## config.mk

```make
export PLATFORM = sky130hd
export DESIGN_NAME = sbox_linear_approx_row
export DESIGN_NICKNAME = d
export VERILOG_FILES = /design/src/rtl/sla_pkg.sv /design/src/rtl/sbox_linear_approx_row.sv /design/src/rtl/sla_seq.sv /design/src/rtl/sla_core.sv /design/src/rtl/sla_emit.sv
export VERILOG_INCLUDE_DIRS = /design/src /design/src/rtl
export SDC_FILE = /design/constraint.sdc
export NUM_CORES = 1
export LEC_CHECK = 0
export BUFFER_PORTS_ARGS = -buffer_cell sky130_fd_sc_hd__clkbuf_2
export CAP_MARGIN = 10
export CELL_PAD_IN_SITES_DETAIL_PLACEMENT = 2
export CELL_PAD_IN_SITES_GLOBAL_PLACEMENT = 2
export CORE_ASPECT_RATIO = 0.9
export CORE_MARGIN = 2
export CORE_UTILIZATION = 35
export CTS_CLUSTER_DIAMETER = 80
export CTS_CLUSTER_SIZE = 16
export DETAILED_ROUTE_END_ITERATION = 6
export GPL_TIMING_DRIVEN = 0
export PLACE_DENSITY_LB_ADDON = 0.1
export SYNTH_ARGS = -nofsm -noshare
export SYNTH_HDL_FRONTEND = slang
export SYNTH_SLANG_ARGS = --single-unit
export TNS_END_PERCENT = 50
```

## constraint.sdc

```tcl
create_clock -name clk -period 2.9 [get_ports clk]
set_input_delay 0.145 -clock clk [delete_from_list [all_inputs] [get_ports clk]]
set_output_delay 0.145 -clock clk [all_outputs]
set_load 0.03 [all_outputs]
```

## src/rtl/sbox_linear_approx_row_macros.svh

```systemverilog
// Assertion macros shared by the sbox_linear_approx_row RTL
`ifndef SBOX_LINEAR_APPROX_ROW_MACROS_SVH
`define SBOX_LINEAR_APPROX_ROW_MACROS_SVH

// Same-cycle implication, checked outside reset
`define SLA_ASSERT_IMPL(lbl, ante, cons, msg) \
  lbl: assert property (@(posedge clk) disable iff (rst) (ante) |-> (cons)) \
    else $error(msg);

// Next-cycle implication, checked outside reset
`define SLA_ASSERT_NEXT(lbl, ante, cons, msg) \
  lbl: assert property (@(posedge clk) disable iff (rst) (ante) |=> (cons)) \
    else $error(msg);

`endif

```

## src/rtl/sla_pkg.sv

```systemverilog
// Shared types and constants of the S-box linear approximation row block
package sla_pkg;

  localparam int SBOX_WIDTH_DEF = 4;
  localparam int MASK_W         = 4;
  localparam int BIAS_W         = 4;
  localparam int ENTRY_W        = 4;
  localparam int TABLE_W        = 64;

  localparam logic [TABLE_W-1:0] SBOX_RESET = 64'h7095C6A38BF21D4E;

  // One output-mask slot as issued by the sequencer
  typedef struct packed {
    logic              valid;
    logic              tail;   // final mask of the current input mask
    logic [MASK_W-1:0] x;
    logic [MASK_W-1:0] y;
  } slot_t;

  // Scored slot leaving the counting pipeline
  typedef struct packed {
    logic              valid;
    logic              tail;
    logic              qual;   // count above half: positive bias
    logic [MASK_W-1:0] y;
    logic [BIAS_W-1:0] bias;
  } score_t;

endpackage

```

## src/rtl/sbox_linear_approx_row.sv

```systemverilog
// Top level of the S-box linear approximation row block
//
//   channel   | handshake                  | payload
//   ----------+----------------------------+------------------------------------------
//   command   | start / busy               | in_mask
//   result    | result_valid (strobe)      | approx_mask, bias_sixteenths, found, last
//   config    | sbox_table_we              | sbox_table_wdata
//
// A command issues 2^SBOX_WIDTH - 1 output masks (15 at width 4), one output mask per cycle;
// busy drops on the last mask so the next command follows without a gap.
// A qualifying entry is held until the next qualifying mask or the row's tail is scored;
// a row's final result or empty-row marker follows the tail mask through the counting
// pipeline and the result stage.
// rst clears control state and loads the default S-box; the receiver cannot stall.

module sbox_linear_approx_row #(
  parameter int SBOX_WIDTH = sla_pkg::SBOX_WIDTH_DEF
) (
  input  logic                        clk,
  input  logic                        rst,
  input  logic                        start,
  output logic                        busy,
  input  logic [sla_pkg::MASK_W-1:0]  in_mask,
  input  logic                        sbox_table_we,
  input  logic [sla_pkg::TABLE_W-1:0] sbox_table_wdata,
  output logic                        result_valid,
  output logic [sla_pkg::MASK_W-1:0]  approx_mask,
  output logic [sla_pkg::BIAS_W-1:0]  bias_sixteenths,
  output logic                        found,
  output logic                        last
);

  logic [sla_pkg::TABLE_W-1:0] sbox_table;
  sla_pkg::slot_t              slot;
  sla_pkg::score_t             score;

  always_ff @(posedge clk) begin
    if (rst) begin
      sbox_table <= sla_pkg::SBOX_RESET;
    end else if (sbox_table_we) begin
      sbox_table <= sbox_table_wdata;
    end
  end

  sla_seq #(
    .SBOX_WIDTH(SBOX_WIDTH)
  ) u_seq (
    .clk    (clk),
    .rst    (rst),
    .start  (start),
    .in_mask(in_mask),
    .busy   (busy),
    .slot   (slot)
  );

  sla_core #(
    .SBOX_WIDTH(SBOX_WIDTH)
  ) u_core (
    .clk       (clk),
    .rst       (rst),
    .sbox_table(sbox_table),
    .slot      (slot),
    .score     (score)
  );

  sla_emit u_emit (
    .clk            (clk),
    .rst            (rst),
    .score          (score),
    .result_valid   (result_valid),
    .approx_mask    (approx_mask),
    .bias_sixteenths(bias_sixteenths),
    .found          (found),
    .last           (last)
  );

endmodule

```

## src/rtl/sla_seq.sv

```systemverilog
// Output-mask sequencer: steps y over 1..2^W-1 for each accepted input mask
`include "sbox_linear_approx_row_macros.svh"

module sla_seq #(
  parameter int SBOX_WIDTH = sla_pkg::SBOX_WIDTH_DEF
) (
  input  logic                       clk,
  input  logic                       rst,
  input  logic                       start,
  input  logic [sla_pkg::MASK_W-1:0] in_mask,
  output logic                       busy,
  output sla_pkg::slot_t             slot
);

  localparam int MW = sla_pkg::MASK_W;
  localparam logic [MW-1:0] Y_FIRST = MW'(1);
  localparam logic [MW-1:0] Y_LAST  = MW'((1 << SBOX_WIDTH) - 1);

  logic          active;
  logic [MW-1:0] x;
  logic [MW-1:0] y;
  logic          accept;

  // the tail slot frees the sequencer, so the next mask follows without a gap
  assign busy   = active && (y != Y_LAST);
  assign accept = start && !busy;

  always_ff @(posedge clk) begin
    if (rst) begin
      active <= 1'b0;
    end else if (accept) begin
      active <= 1'b1;
    end else if (active && (y == Y_LAST)) begin
      active <= 1'b0;
    end
  end

  always_ff @(posedge clk) begin
    if (accept) begin
      x <= in_mask;
      y <= Y_FIRST;
    end else if (active && (y != Y_LAST)) begin
      y <= y + Y_FIRST;
    end
  end

  assign slot.valid = active;
  assign slot.tail  = active && (y == Y_LAST);
  assign slot.x     = x;
  assign slot.y     = y;

  `SLA_ASSERT_NEXT(a_first_slot, accept, slot.valid && (slot.y == Y_FIRST) && (slot.x == $past(in_mask)), "sla_seq: accepted mask did not start at y=1")
  `SLA_ASSERT_NEXT(a_slots_contiguous, slot.valid && !slot.tail, slot.valid && (slot.x == $past(slot.x)) && (slot.y == $past(slot.y) + Y_FIRST), "sla_seq: slot run broken before tail")

endmodule

```

## src/rtl/sla_core.sv

```systemverilog
// Counting pipeline: match bits, half popcounts, total and bias
module sla_core #(
  parameter int SBOX_WIDTH = sla_pkg::SBOX_WIDTH_DEF
) (
  input  logic                        clk,
  input  logic                        rst,
  input  logic [sla_pkg::TABLE_W-1:0] sbox_table,
  input  sla_pkg::slot_t              slot,
  output sla_pkg::score_t             score
);

  localparam int W    = SBOX_WIDTH;
  localparam int T    = 1 << W;
  localparam int H    = T / 2;
  localparam int EW   = sla_pkg::ENTRY_W;
  localparam int BW   = sla_pkg::BIAS_W;
  localparam logic [W:0] HALF = (W + 1)'(H);

  // stage 1: one match bit per S-box input
  sla_pkg::slot_t s1;
  logic [T-1:0]   match_next;
  logic [T-1:0]   match;

  always_comb begin
    logic [W-1:0] idx;
    logic [W-1:0] ent;
    match_next = '0;
    for (int n = 0; n < T; n++) begin
      idx = W'(n);
      ent = sbox_table[n*EW +: W];
      match_next[n] = (^(idx & slot.x[W-1:0])) ~^ (^(ent & slot.y[W-1:0]));
    end
  end

  always_ff @(posedge clk) begin
    if (rst) begin
      s1.valid <= 1'b0;
    end else begin
      s1.valid <= slot.valid;
    end
    s1.tail <= slot.tail;
    s1.x    <= slot.x;
    s1.y    <= slot.y;
    match   <= match_next;
  end

  // stage 2: popcount of each half
  sla_pkg::slot_t s2;
  logic [W-1:0]   cnt_lo_next, cnt_hi_next;
  logic [W-1:0]   cnt_lo, cnt_hi;

  always_comb begin
    cnt_lo_next = '0;
    cnt_hi_next = '0;
    for (int i = 0; i < H; i++) begin
      cnt_lo_next = cnt_lo_next + W'(match[i]);
      cnt_hi_next = cnt_hi_next + W'(match[H+i]);
    end
  end

  always_ff @(posedge clk) begin
    if (rst) begin
      s2.valid <= 1'b0;
    end else begin
      s2.valid <= s1.valid;
    end
    s2.tail <= s1.tail;
    s2.x    <= s1.x;
    s2.y    <= s1.y;
    cnt_lo  <= cnt_lo_next;
    cnt_hi  <= cnt_hi_next;
  end

  // stage 3: total, threshold, bias in sixteenths
  logic [W:0] total;
  logic [W:0] diff;

  assign total = {1'b0, cnt_lo} + {1'b0, cnt_hi};
  assign diff  = total - HALF;

  always_ff @(posedge clk) begin
    if (rst) begin
      score.valid <= 1'b0;
    end else begin
      score.valid <= s2.valid;
    end
    score.tail <= s2.tail;
    score.qual <= total > HALF;
    score.y    <= s2.y;
    // diff stays within W bits whenever the entry qualifies
    score.bias <= BW'(diff[W-1:0]) << (BW - W);
  end

endmodule

```

## src/rtl/sla_emit.sv

```systemverilog
// Result stage: holds one qualifying entry back to mark the last of a row
`include "sbox_linear_approx_row_macros.svh"

module sla_emit (
  input  logic                       clk,
  input  logic                       rst,
  input  sla_pkg::score_t            score,
  output logic                       result_valid,
  output logic [sla_pkg::MASK_W-1:0] approx_mask,
  output logic [sla_pkg::BIAS_W-1:0] bias_sixteenths,
  output logic                       found,
  output logic                       last
);

  localparam int MW = sla_pkg::MASK_W;
  localparam int BW = sla_pkg::BIAS_W;

  logic          hold_valid, hold_final;
  logic [MW-1:0] hold_y;
  logic [BW-1:0] hold_bias;

  logic          hold_valid_next, hold_final_next;
  logic [MW-1:0] hold_y_next;
  logic [BW-1:0] hold_bias_next;

  logic          emit;
  logic [MW-1:0] emit_y;
  logic [BW-1:0] emit_bias;
  logic          emit_found, emit_last;

  always_comb begin
    hold_valid_next = hold_valid;
    hold_final_next = hold_final;
    hold_y_next     = hold_y;
    hold_bias_next  = hold_bias;
    emit            = 1'b0;
    emit_y          = hold_y;
    emit_bias       = hold_bias;
    emit_found      = 1'b1;
    emit_last       = 1'b0;

    if (hold_valid && hold_final) begin
      // tail entry of the previous row; the incoming slot opens a new row
      emit            = 1'b1;
      emit_last       = 1'b1;
      hold_valid_next = score.valid && score.qual;
      hold_final_next = score.tail;
      hold_y_next     = score.y;
      hold_bias_next  = score.bias;
    end else if (score.valid && score.qual) begin
      emit            = hold_valid;
      hold_valid_next = 1'b1;
      hold_final_next = score.tail;
      hold_y_next     = score.y;
      hold_bias_next  = score.bias;
    end else if (score.valid && score.tail) begin
      emit            = 1'b1;
      emit_last       = 1'b1;
      hold_valid_next = 1'b0;
      hold_final_next = 1'b0;
      if (!hold_valid) begin
        // empty row marker
        emit_y     = '0;
        emit_bias  = '0;
        emit_found = 1'b0;
      end
    end
  end

  always_ff @(posedge clk) begin
    if (rst) begin
      hold_valid   <= 1'b0;
      hold_final   <= 1'b0;
      result_valid <= 1'b0;
    end else begin
      hold_valid   <= hold_valid_next;
      hold_final   <= hold_final_next;
      result_valid <= emit;
    end
    hold_y          <= hold_y_next;
    hold_bias       <= hold_bias_next;
    approx_mask     <= emit_y;
    bias_sixteenths <= emit_bias;
    found           <= emit_found;
    last            <= emit_last;
  end

  `SLA_ASSERT_NEXT(a_final_flushes, hold_valid && hold_final, result_valid && last && found, "sla_emit: held tail entry not sent")
  `SLA_ASSERT_IMPL(a_empty_is_last, result_valid && !found, last && (approx_mask == '0), "sla_emit: malformed empty row marker")

endmodule

```

==> results of run 1 <==
-- sequential cells by signal, summed over array words and instances (netlist names), 4 cells and up --
signal                  count
u_core.score               11
u_core.match               16
u_core.cnt_lo               4
u_core.s2                   6
u_emit.approx_mask          4
sbox_table                 64
u_core.s1                   6
u_seq.y                     4
u_seq.x                     4
u_emit.hold_y               4
u_emit.bias_sixteenths      4
u_core.cnt_hi               4
u_emit.hold_bias            4
-- routing by layer --
metal | vias to the layer above | routed length [um] | global-route usage
met5 | - | 0 | 0
met4 | 0 | 290 | 0.07249
met3 | 19 | 622 | 0.04221
met2 | 86 | 8997 | 0.3784
met1 | 2095 | 6921 | 0.2325
li1 | 2096 | - | -
-- worst register-to-register path: cells and delay by family, from the launching register on --
kind | cells | cell delay, ns
buf+inv | 1 | 0.10
xor+xnor | 1 | 0.15
flops | 1 | 0.30
fa+ha+maj | 5 | 2.08
-- cell families (layout without fill, tap and decap cells) --
group / count (synthesis) / after routing / synth area share
buffers and inverters: 62 / 245 / 0.05260
adder cells (fa/ha/maj): 20 / 20 / 0.05520
other: 0 / 1 / 0
XOR/XNOR: 81 / 81 / 0.1278
AND/OR/NAND/NOR: 164 / 164 / 0.1317
multiplexers: 33 / 33 / 0.05738
AO/OA/AOI/OAI: 46 / 46 / 0.06412
flip-flops: 141 / 141 / 0.5112
-- metrics by stage --
step,hold WS [ns],instances
final,0.1463,938
after global routing,0.1460,937
after CTS,0.1145,937
after detailed placement,0.3132,836
after global placement,0.3100,836
after floorplan,0.2439,547
-- layout make-up --
| class | instances | area, um2 | share of cell area |
|---|---|---|---|
| antenna | 1 | 2.502 | 0.0003238 |
| buffer | 30 | 182.7 | 0.02364 |
| clock buffer | 19 | 454.2 | 0.05877 |
| clock inverter | 13 | 155.1 | 0.02007 |
| inverter | 32 | 120.1 | 0.01554 |
| multi-input combinational | 344 | 2511 | 0.3249 |
| sequential | 141 | 2943 | 0.3808 |
| tap | 207 | 259.0 | 0.03351 |
| timing repair buffer | 151 | 1101 | 0.1425 |
-- power groups by stage --
stage	Sequential, mW	Combinational, mW	Clock [mW]
3_5_place_dp	2.46	1.93	0
2_1_floorplan	2.42	1.40	0
4_1_cts	2.42	2.08	2.29
6_report	2.42	2.03	2.24
3_3_place_gp	2.44	1.77	0
5_1_grt	2.45	2.36	2.38
-- placed cells by master (no fill, tap or decap), types with 2 or more instances in the layout --
cell type / netlist / final
dfxtp_1: 129 / 129
clkbuf_2: 0 / 82
nand2_1: 72 / 72
xnor2_1: 71 / 71
dlygate4sd3_1: 0 / 69
nor2_1: 38 / 38
nor2b_1: 38 / 38
a211o_1: 33 / 33
mux2i_1: 33 / 33
inv_1: 32 / 32
clkbuf_16: 0 / 18
clkbuf_1: 11 / 12
edfxtp_1: 12 / 12
ha_1: 11 / 11
fa_1: 9 / 9
buf_2: 8 / 8
xor2_1: 8 / 8
and2b_1: 7 / 7
buf_4: 6 / 6
buf_6: 5 / 5
clkinv_4: 0 / 5
a21oi_1: 4 / 4
nand3_1: 3 / 3
o21ai_0: 3 / 3
inv_6: 0 / 3
nor3_1: 2 / 2
o21a_1: 2 / 2
bufinv_16: 0 / 2
-- final timing paths --
check,end,slack [ns],cells after the start
min,u_core.score[10],0.15,2
min reg2reg,u_core.s2[8],0.32,0
max reg2reg,u_core.cnt_lo[2],0.17,7
max,u_core.cnt_lo[2],0.17,7
==> results.json, run 1 <==
{
  "run_status": "completed",
  "critPathRequiredTime_ns": 3.20,
  "rsz0062_at_grt": "false",
  "tritoncts": "built",
  "cp_data_arrival_time_ns": 3.04,
  "cp_slowest_cell": "fa_1",
  "worst_path_most_repeated_cell": "fa_1",
  "worstPathBufferInverterCount": 1,
  "switchingPower_mw": 2.108,
  "final_nets": 809,
  "synth-seq-cells": 141,
  "timing.critical_path.cells": "ha_1 -> inv_1 -> fa_1 -> fa_1 -> fa_1 -> fa_1 -> xnor2_1",
  "route.antenna.remaining_nets": 0,
  "tritoncts.num_buffers": 17,
  "cp_slowest_stage_delay_ns": 0.48,
  "tightestPinTransition_ns": 0.8152,
  "drv_cap": 0,
  "ys_async_sr_fraction": 0,
  "power.ir.vdd_worst_uv": 598.1,
  "post-synth-top-count-cell": "dfxtp_1",
  "drt_iter0_drc": 92,
  "floorplan.die_area_um2": 17490,
  "grt_antenna_before_repair": 0,
  "leakagePower_nw": 3.386,
  "timing_max_transition_violations_final": 0,
  "wl_per_cell_um": 17.94,
  "n_fill_cell": 1668,
  "io_buffer_count": 82,
  "timing.critical_path.to_type": "register",
  "cts.repair_timing.setup_buffer_count": 0,
  "worstPathMaxFanout": 2,
  "floorplan.rows": 44,
  "numClockSinks": 141,
  "post-synth-top-area-fraction": 0.4486,
  "largest_net_degree_at_the_start_of_global_routing": 17,
  "gr-total-overflow": 0,
  "ys_dominant_reg_cell": "dfxtp_1",
  "chipHeight_um": 125.7,
  "grt_use_total": 0.2040,
  "grt_pass1_wl_mm": 26.83,
  "max_freq_mhz": 365.9,
  "syn_area_um2": 5757,
  "finalPower_mw": 6.693,
  "first_global_vias": 4995,
  "post_cts_hold_buffer_count": 69,
  "finished_cell_area_um2": 7729,
  "cts_root_buf": "clkbuf_16",
  "dpl_worst_slack_ns": 0.2196,
  "via_count": 4296,
  "timing.final.crit_share": 0.9423,
  "placed_area_um2": 6426,
  "syn_area_per_cell_um2": 10.52,
  "totalNegativeSetupSlack_ns": 0,
  "floorplan.initialDensity": 0.3569,
  "pwr-share-seq": 0.362,
  "dp_hpwl_mm": 10.72,
  "power-per-cell-area_nw_per_um2": 866.0,
  "report.final.hold_viol_count": 0,
  "yosys_warnings": 0,
  "final_worst_path_setup_slack_ns": 0.1673,
  "area.growth.synth_to_final_pct": 34.25,
  "final_wtd_congestion": 0.7488,
  "setup.worst_path.start": "u_core.match[0]",
  "clock_skews_ns": 0.008280,
  "cell_taking_the_most_area_after_synthesis": "dfxtp_1",
  "synth.top_cells.by_area": "dfxtp_1 (45%), xnor2_1 (11%), edfxtp_1 (6.3%)",
  "synth_edf_count": 12,
  "drive_above_1_share": 0.1849,
  "postcts_resize_cnt": 0,
  "synth_top_cells_by_count": "dfxtp_1 (129), nand2_1 (72), xnor2_1 (71)",
  "route.detailed.drc": 0,
  "clkTransAtPathRegs_ns": 0.06,
  "cts-htree-levels": 4,
  "ioPinCount": 84,
  "viasPerCell": 4.580,
  "crit-reg2reg-launch": "u_core.match[0]",
  "placeableCoreArea_um2": 16130,
  "synth_sequential_area_ratio": 0.5112,
  "startpoint_of_the_most_critical_hold_path": "rst",
  "final.min_clock_period_ns": 2.733,
  "critPathKind": "reg -> reg",
  "syn_inst": 547,
  "drt-total-wl_mm": 16.83,
  "power_frac_clock": 0.335,
  "slew-limit-headroom": 0.4524,
  "crit_family": "adder cells",
  "p_int_mw": 4.585,
  "yosysUniqueCellTypes": 32,
  "share_comb_of_total_power": 0.304,
  "worst_skew_pair.late_latency_ns": 0.43,
  "postSynthNetCount": 639,
  "sw_frac_of_total": 0.3150,
  "timing.critical_path.from_type": "register",
  "floorplan.die.width_um": 139.2,
  "number_of_buffers_on_the_longest_clock_path": 2,
  "dr.pass1.iters": 4,
  "hp-class": "in -> reg",
  "report.final.setup_viol": 0,
  "utilization": 0.4791
}
(Power assumes the default switching activity.)
==> run 2, diff against run 1 <==
--- a/config.mk
+++ b/config.mk
@@ -20,5 +20,6 @@
 export PLACE_DENSITY_LB_ADDON = 0.1
 export SYNTH_ARGS = -nofsm -noshare
 export SYNTH_HDL_FRONTEND = slang
+export SYNTH_HIERARCHICAL = 1
 export SYNTH_SLANG_ARGS = --single-unit
 export TNS_END_PERCENT = 50
==> results.json, run 2 <==
{
  "run_status": "completed",
  "largestRegisters": "sbox_table (64), u_core/match (16), u_core/score (11)",
  "grt_pass1_wl_mm": 25.67,
  "post-synth-top-area-fraction": 0.4211,
  "critPathKind": "reg -> reg",
  "grt_use_total": 0.1884,
  "cts.repair_timing.setup_buffer_count": 0,
  "worst_path_most_repeated_cell": "fa_1",
  "worst_skew_pair.late_latency_ns": 0.42,
  "final_wtd_congestion": 0.7181,
  "syn_inst": 532,
  "cts_root_buf": "clkbuf_16",
  "timing_max_transition_violations_final": 0,
  "regMostFlops": "sbox_table",
  "worstHoldEndpoint": "sbox_table[34]",
  "timing.critical_path.from_type": "register",
  "cell_taking_the_most_area_after_synthesis": "dfxtp_1",
  "drt-total-wl_mm": 16.27,
  "reg2reg_to": "u_core/cnt_hi[2]",
  "post-synth-top-count-cell": "dfxtp_1",
  "slew-limit-headroom": 0.6414,
  "final.min_clock_period_ns": 2.759,
  "pwr-share-seq": 0.361,
  "synth_sequential_area_ratio": 0.4799,
  "numClockSinks": 141,
  "viasPerCell": 4.477,
  "synth_top_cells_by_count": "dfxtp_1 (129), nand2_1 (54), nor2b_1 (45)",
  "syn_area_um2": 6132,
  "cp_slowest_cell": "fa_1",
  "sw_frac_of_total": 0.3161,
  "worst_r2r_path_cells": 9,
  "largest_net_degree_at_the_start_of_global_routing": 17,
  "hp-class": "in -> reg",
  "tightestPinTransition_ns": 0.5379,
  "ioPinCount": 84,
  "route.detailed.drc": 0,
  "switchingPower_mw": 2.162,
  "critPathRequiredTime_ns": 3.21,
  "worst_hold_depth": 3,
  "final_nets": 793,
  "gr-total-overflow": 0,
  "placeableCoreArea_um2": 17000,
  "power.ir.vdd_worst_uv": 509.6,
  "floorplan.die_area_um2": 18600,
  "area.growth.synth_to_final_pct": 32.50,
  "syn_area_per_cell_um2": 11.53,
  "hold-worst-slack_ns": 0.01324,
  "timing.critical_path.to_type": "register",
  "n_fill_cell": 1769,
  "cp_data_arrival_time_ns": 3.07,
  "drv_cap": 0,
  "route.antenna.remaining_nets": 0,
  "crit-reg2reg-launch": "u_core/match[8]",
  "report.final.setup_viol": 0,
  "clkTransAtPathRegs_ns": 0.06,
  "first_global_vias": 4774,
  "timing.final.crit_share": 0.9515,
  "chipHeight_um": 129.6,
  "max_freq_mhz": 362.4,
  "via_count": 4249,
  "clock_skews_ns": 0.005821,
  "timing.critical_path.cells": "inv_1 -> fa_1 -> fa_1 -> fa_1 -> inv_1 -> ha_1 -> inv_1 -> fa_1 -> xnor2_1",
  "synth.top_cells.by_area": "dfxtp_1 (42%), edfxtp_1 (5.9%), xnor3_1 (5.5%)",
  "tritoncts.num_buffers": 17,
  "yosysUniqueCellTypes": 44,
  "share_comb_of_total_power": 0.306,
  "crit_family": "adder cells",
  "grt_antenna_before_repair": 0,
  "rsz0062_at_grt": "false",
  "floorplan.die.width_um": 143.5,
  "leakagePower_nw": 3.738,
  "drive_above_1_share": 0.2437,
  "postcts_resize_cnt": 0,
  "ys_async_sr_fraction": 0,
  "tritoncts": "built",
  "setup.worst_path.start": "u_core/match[8]",
  "worstPathMaxFanout": 2,
  "yosys_warnings": 6,
  "ys_dominant_reg_cell": "dfxtp_1",
  "cp_slowest_stage_delay_ns": 0.55,
  "synth_edf_count": 12,
  "p_int_mw": 4.678,
  "worstPathBufferInverterCount": 3,
  "postSynthNetCount": 624,
  "largest_register_ff_count": 64,
  "worst_reg2reg_setup_slack_ns": 0.14,
  "drt_iter0_drc": 112,
  "power-per-cell-area_nw_per_um2": 841.8,
  "startpoint_of_the_most_critical_hold_path": "sbox_table_wdata[34]",
  "wl_per_cell_um": 17.14,
  "io_buffer_count": 83,
  "layout_common_cells": "dfxtp_1 (129), clkbuf_2 (84), dlygate4sd3_1 (67)",
  "floorplan.rows": 45,
  "synth-seq-cells": 141,
  "dp_hpwl_mm": 10.79,
  "report.final.hold_viol_count": 0,
  "n_antenna_cell": 0,
  "dr.pass1.iters": 6,
  "cts-htree-levels": 4,
  "power_frac_clock": 0.333,
  "totalNegativeSetupSlack_ns": 0,
  "number_of_buffers_on_the_longest_clock_path": 2,
  "floorplan.initialDensity": 0.3606,
  "layout_commonest_cell": "dfxtp_1"
}
[run 2: cell types whose count changed after synthesis, moves of 3 or more]
| cell | delta |
|---|---|
| xnor2_1 | -47 |
| nand2_1 | -18 |
| xnor3_1 | +15 |
| nand2_4 | +10 |
| clkbuf_1 | -9 |
| xnor2_2 | +9 |
| and2b_1 | -7 |
| nor2b_1 | +7 |
| buf_12 | +6 |
| nand2_2 | +5 |
| a21oi_1 | +4 |
| xor2_1 | +4 |
| buf_1 | +3 |
| inv_1 | -3 |
[run 2: what timing repair did]
| action | CTS | global route |
|---|---|---|
| hold endpoints to repair | 67 | 0 |
| hold buffers | 67 | 0 |
| endpoints found under the setup margin | 0 | 0 |
[run 2: how the worst max path moves through the flow]
| stage | endpoint | slack (ns) | cells after the start |
|---|---|---|---|
| 2_1_floorplan | u_core/cnt_lo[2] | 0.30 | 9 |
| 3_3_place_gp | u_core/cnt_hi[2] | 0.19 | 9 |
| 3_5_place_dp | u_core/cnt_hi[2] | 0.19 | 9 |
| 4_1_cts | u_core/cnt_hi[2] | 0.14 | 9 |
| 5_1_grt | u_core/cnt_hi[2] | 0.01 | 9 |
| 6_report | u_core/cnt_hi[2] | 0.14 | 9 |
[run 2: tightest hold or removal path, delay by kind of cell]
family	cells	cell delay (ns)
AND/OR/NAND/NOR	1	0.09
multiplexers	1	0.07
buffers and inverters	1	0.09
[run 2: cell families after synthesis]
group,share of synthesized area
fa+ha+maj,0.05183
simple gates,0.1387
buf+inv,0.06427
compound gates,0.06672
mux,0.05387
flops,0.4799
xor+xnor,0.1447
[run 2: final cells by class]
type	instances	area, um2	area share
clock buffer	18	439.2	0.05405
timing repair buffer	150	1086	0.1337
clock inverter	14	173.9	0.02140
sequential	141	2943	0.3622
inverter	29	108.9	0.01340
tap	235	294.0	0.03619
buffer	31	285.3	0.03511
multi-input combinational	331	2795	0.3440
[run 2: power by group through the flow]
stage / sequential, mW / clock [mW] / combinational, mW
after detailed placement: 2.51 / 0 / 2.04
after global routing: 2.50 / 2.44 / 2.41
after floorplan: 2.45 / 0 / 1.53
after global placement: 2.49 / 0 / 1.92
final: 2.47 / 2.27 / 2.10
after CTS: 2.47 / 2.34 / 2.13
[run 2: metal layers]
metal	GRT usage	wire, um	vias up
li1	-	-	2075
met1	0.2246	7148	2108
met2	0.3440	8612	60
met3	0.04250	399	6
met4	0.04671	103	0
met5	0	0	-
[run 2: per-stage QoR]
stage	instances	setup slack, ns	power, mW	area, um2	util
floorplan	532	0.3036	3.984	6132	-
global placement	850	0.1943	4.411	6842	0.4024
detailed placement	850	0.1893	4.545	6842	0.4024
CTS	949	0.1356	6.941	8125	0.4779
global route	949	0.01013	7.349	8125	0.4779
finish	949	0.1405	6.840	8125	0.4779
==> run 3, diff against run 2 <==
--- a/config.mk
+++ b/config.mk
@@ -17,6 +17,7 @@
 export CTS_CLUSTER_SIZE = 16
 export DETAILED_ROUTE_END_ITERATION = 6
 export GPL_TIMING_DRIVEN = 0
+export MAX_ROUTING_LAYER = met4
 export PLACE_DENSITY_LB_ADDON = 0.1
 export SYNTH_ARGS = -nofsm -noshare
 export SYNTH_HDL_FRONTEND = slang
==> results.json, run 3 (same netlist as run 2, synthesis figures left out) <==
{
  "run_status": "completed",
  "largest_register_ff_count": 64,
  "route.detailed.drc": 0,
  "tritoncts": "built",
  "timing.critical_path.from_type": "register",
  "drv_cap": 0,
  "drt_iter0_drc": 120,
  "grt_antenna_before_repair": 0,
  "final.min_clock_period_ns": 2.756,
  "final_cell_count_no_fill": 949,
  "timing.final.crit_share": 0.9503,
  "totalNegativeSetupSlack_ns": 0,
  "report.final.setup_viol": 0,
  "sw_frac_of_total": 0.3159,
  "tritoncts.num_buffers": 17,
  "tightestPinTransition_ns": 0.5300,
  "wl_per_cell_um": 17.12,
  "clkTransAtPathRegs_ns": 0.06,
  "floorplan.initialDensity": 0.3606,
  "power_frac_clock": 0.332,
  "power-per-cell-area_nw_per_um2": 841.6,
  "leakagePower_nw": 3.738,
  "drive_above_1_share": 0.2437,
  "cp_data_arrival_time_ns": 3.08,
  "largest_net_degree_at_the_start_of_global_routing": 17,
  "finalPower_mw": 6.838,
  "postcts_resize_cnt": 0,
  "largestRegisters": "sbox_table (64), u_core/match (16), u_core/score (11)",
  "timing.critical_path.to_type": "register",
  "slew-limit-headroom": 0.6467,
  "gr-total-overflow": 0,
  "first_global_vias": 4757,
  "area.growth.synth_to_final_pct": 32.50,
  "dr.pass1.iters": 6,
  "placed_area_um2": 6842,
  "ioPinCount": 84,
  "rsz0062_at_grt": "false",
  "placeableCoreArea_um2": 17000,
  "cts-htree-levels": 4,
  "layout_commonest_cell": "dfxtp_1",
  "dpl_worst_slack_ns": 0.1893,
  "layout_common_cells": "dfxtp_1 (129), clkbuf_2 (84), dlygate4sd3_1 (67)",
  "final_nets": 793,
  "floorplan.die_area_um2": 18600,
  "finished_cell_area_um2": 8125,
  "clock_skews_ns": 0.006746,
  "share_comb_of_total_power": 0.306,
  "floorplan.die.width_um": 143.5,
  "grt_pass1_wl_mm": 25.67,
  "power.ir.vdd_worst_uv": 509.4,
  "worst_skew_pair.late_latency_ns": 0.42,
  "numClockSinks": 141,
  "worstPathMaxFanout": 2,
  "via_count": 4251,
  "max_freq_mhz": 362.9,
  "final_wtd_congestion": 0.7264,
  "timing_max_transition_violations_final": 0,
  "grt_use_total": 0.1941,
  "n_antenna_cell": 0,
  "dp_hpwl_mm": 10.79,
  "io_buffer_count": 83,
  "viasPerCell": 4.479,
  "drt-total-wl_mm": 16.25,
  "route.antenna.remaining_nets": 0,
  "switchingPower_mw": 2.160,
  "final_worst_path_setup_slack_ns": 0.1441,
  "number_of_buffers_on_the_longest_clock_path": 2,
  "regMostFlops": "sbox_table",
  "chipHeight_um": 129.6,
  "place.detailed.instances": 850,
  "report.final.hold_viol_count": 0,
  "hp-class": "in -> reg",
  "critPathKind": "reg -> reg",
  "pwr-share-seq": 0.361,
  "utilization": 0.4779,
  "n_fill_cell": 1769,
  "p_int_mw": 4.678,
  "critPathRequiredTime_ns": 3.22,
  "hold-worst-slack_ns": 0.01142,
  "floorplan.rows": 45,
  "cts_root_buf": "clkbuf_16"
}
==> run 3: cell counts in the layout (fill, tap and decap cells not counted) <==
No cell type changed its count.
==> run 3: worst paths after layout <==
kind	from	to	slack, ns	cells past startpoint
max	u_core/match[8]	u_core/cnt_hi[1]	0.14	9
min reg2reg	u_core/s1[3]	u_core/s2[3]	0.33	0
min	start	u_seq/active	0.01	3
max reg2reg	u_core/match[8]	u_core/cnt_hi[1]	0.14	9
==> run 3: area by class of cell <==
type / instances / area, um2 / area share
inverter: 29 / 108.9 / 0.01340
clock inverter: 14 / 173.9 / 0.02140
tap: 235 / 294.0 / 0.03619
timing repair buffer: 150 / 1086 / 0.1337
clock buffer: 18 / 439.2 / 0.05405
sequential: 141 / 2943 / 0.3622
multi-input combinational: 331 / 2795 / 0.3440
buffer: 31 / 285.3 / 0.03511
==> run 3: what timing repair did <==
item,4_1_cts,5_1_grt
hold buffers,67,0
hold endpoints to repair,67,0
setup buffers,0,0
==> run 3: power by group through the flow <==
stage / combinational (mW) / sequential [mW] / clock [mW]
after floorplan: 1.53 / 2.45 / 0
after detailed placement: 2.04 / 2.51 / 0
after CTS: 2.13 / 2.47 / 2.34
after global routing: 2.41 / 2.50 / 2.44
final: 2.10 / 2.47 / 2.27
after global placement: 1.92 / 2.49 / 0
==> run 3: per-layer routing <==
metal  part of all wire  track usage
met4             0.0071      0.04671
met3              0.024      0.04213
met1               0.44       0.2251
met2               0.53       0.3434
met5                  0            -
==> run 3: critical path: stages, from the launching register on <==
cell and delay [ns]:
dfxtp_1 0.37, inv_1 0.08, fa_1 0.55, fa_1 0.44, fa_1 0.43, inv_1 0.06, ha_1 0.15, inv_1 0.05
fa_1 0.47, inv_1 0.04
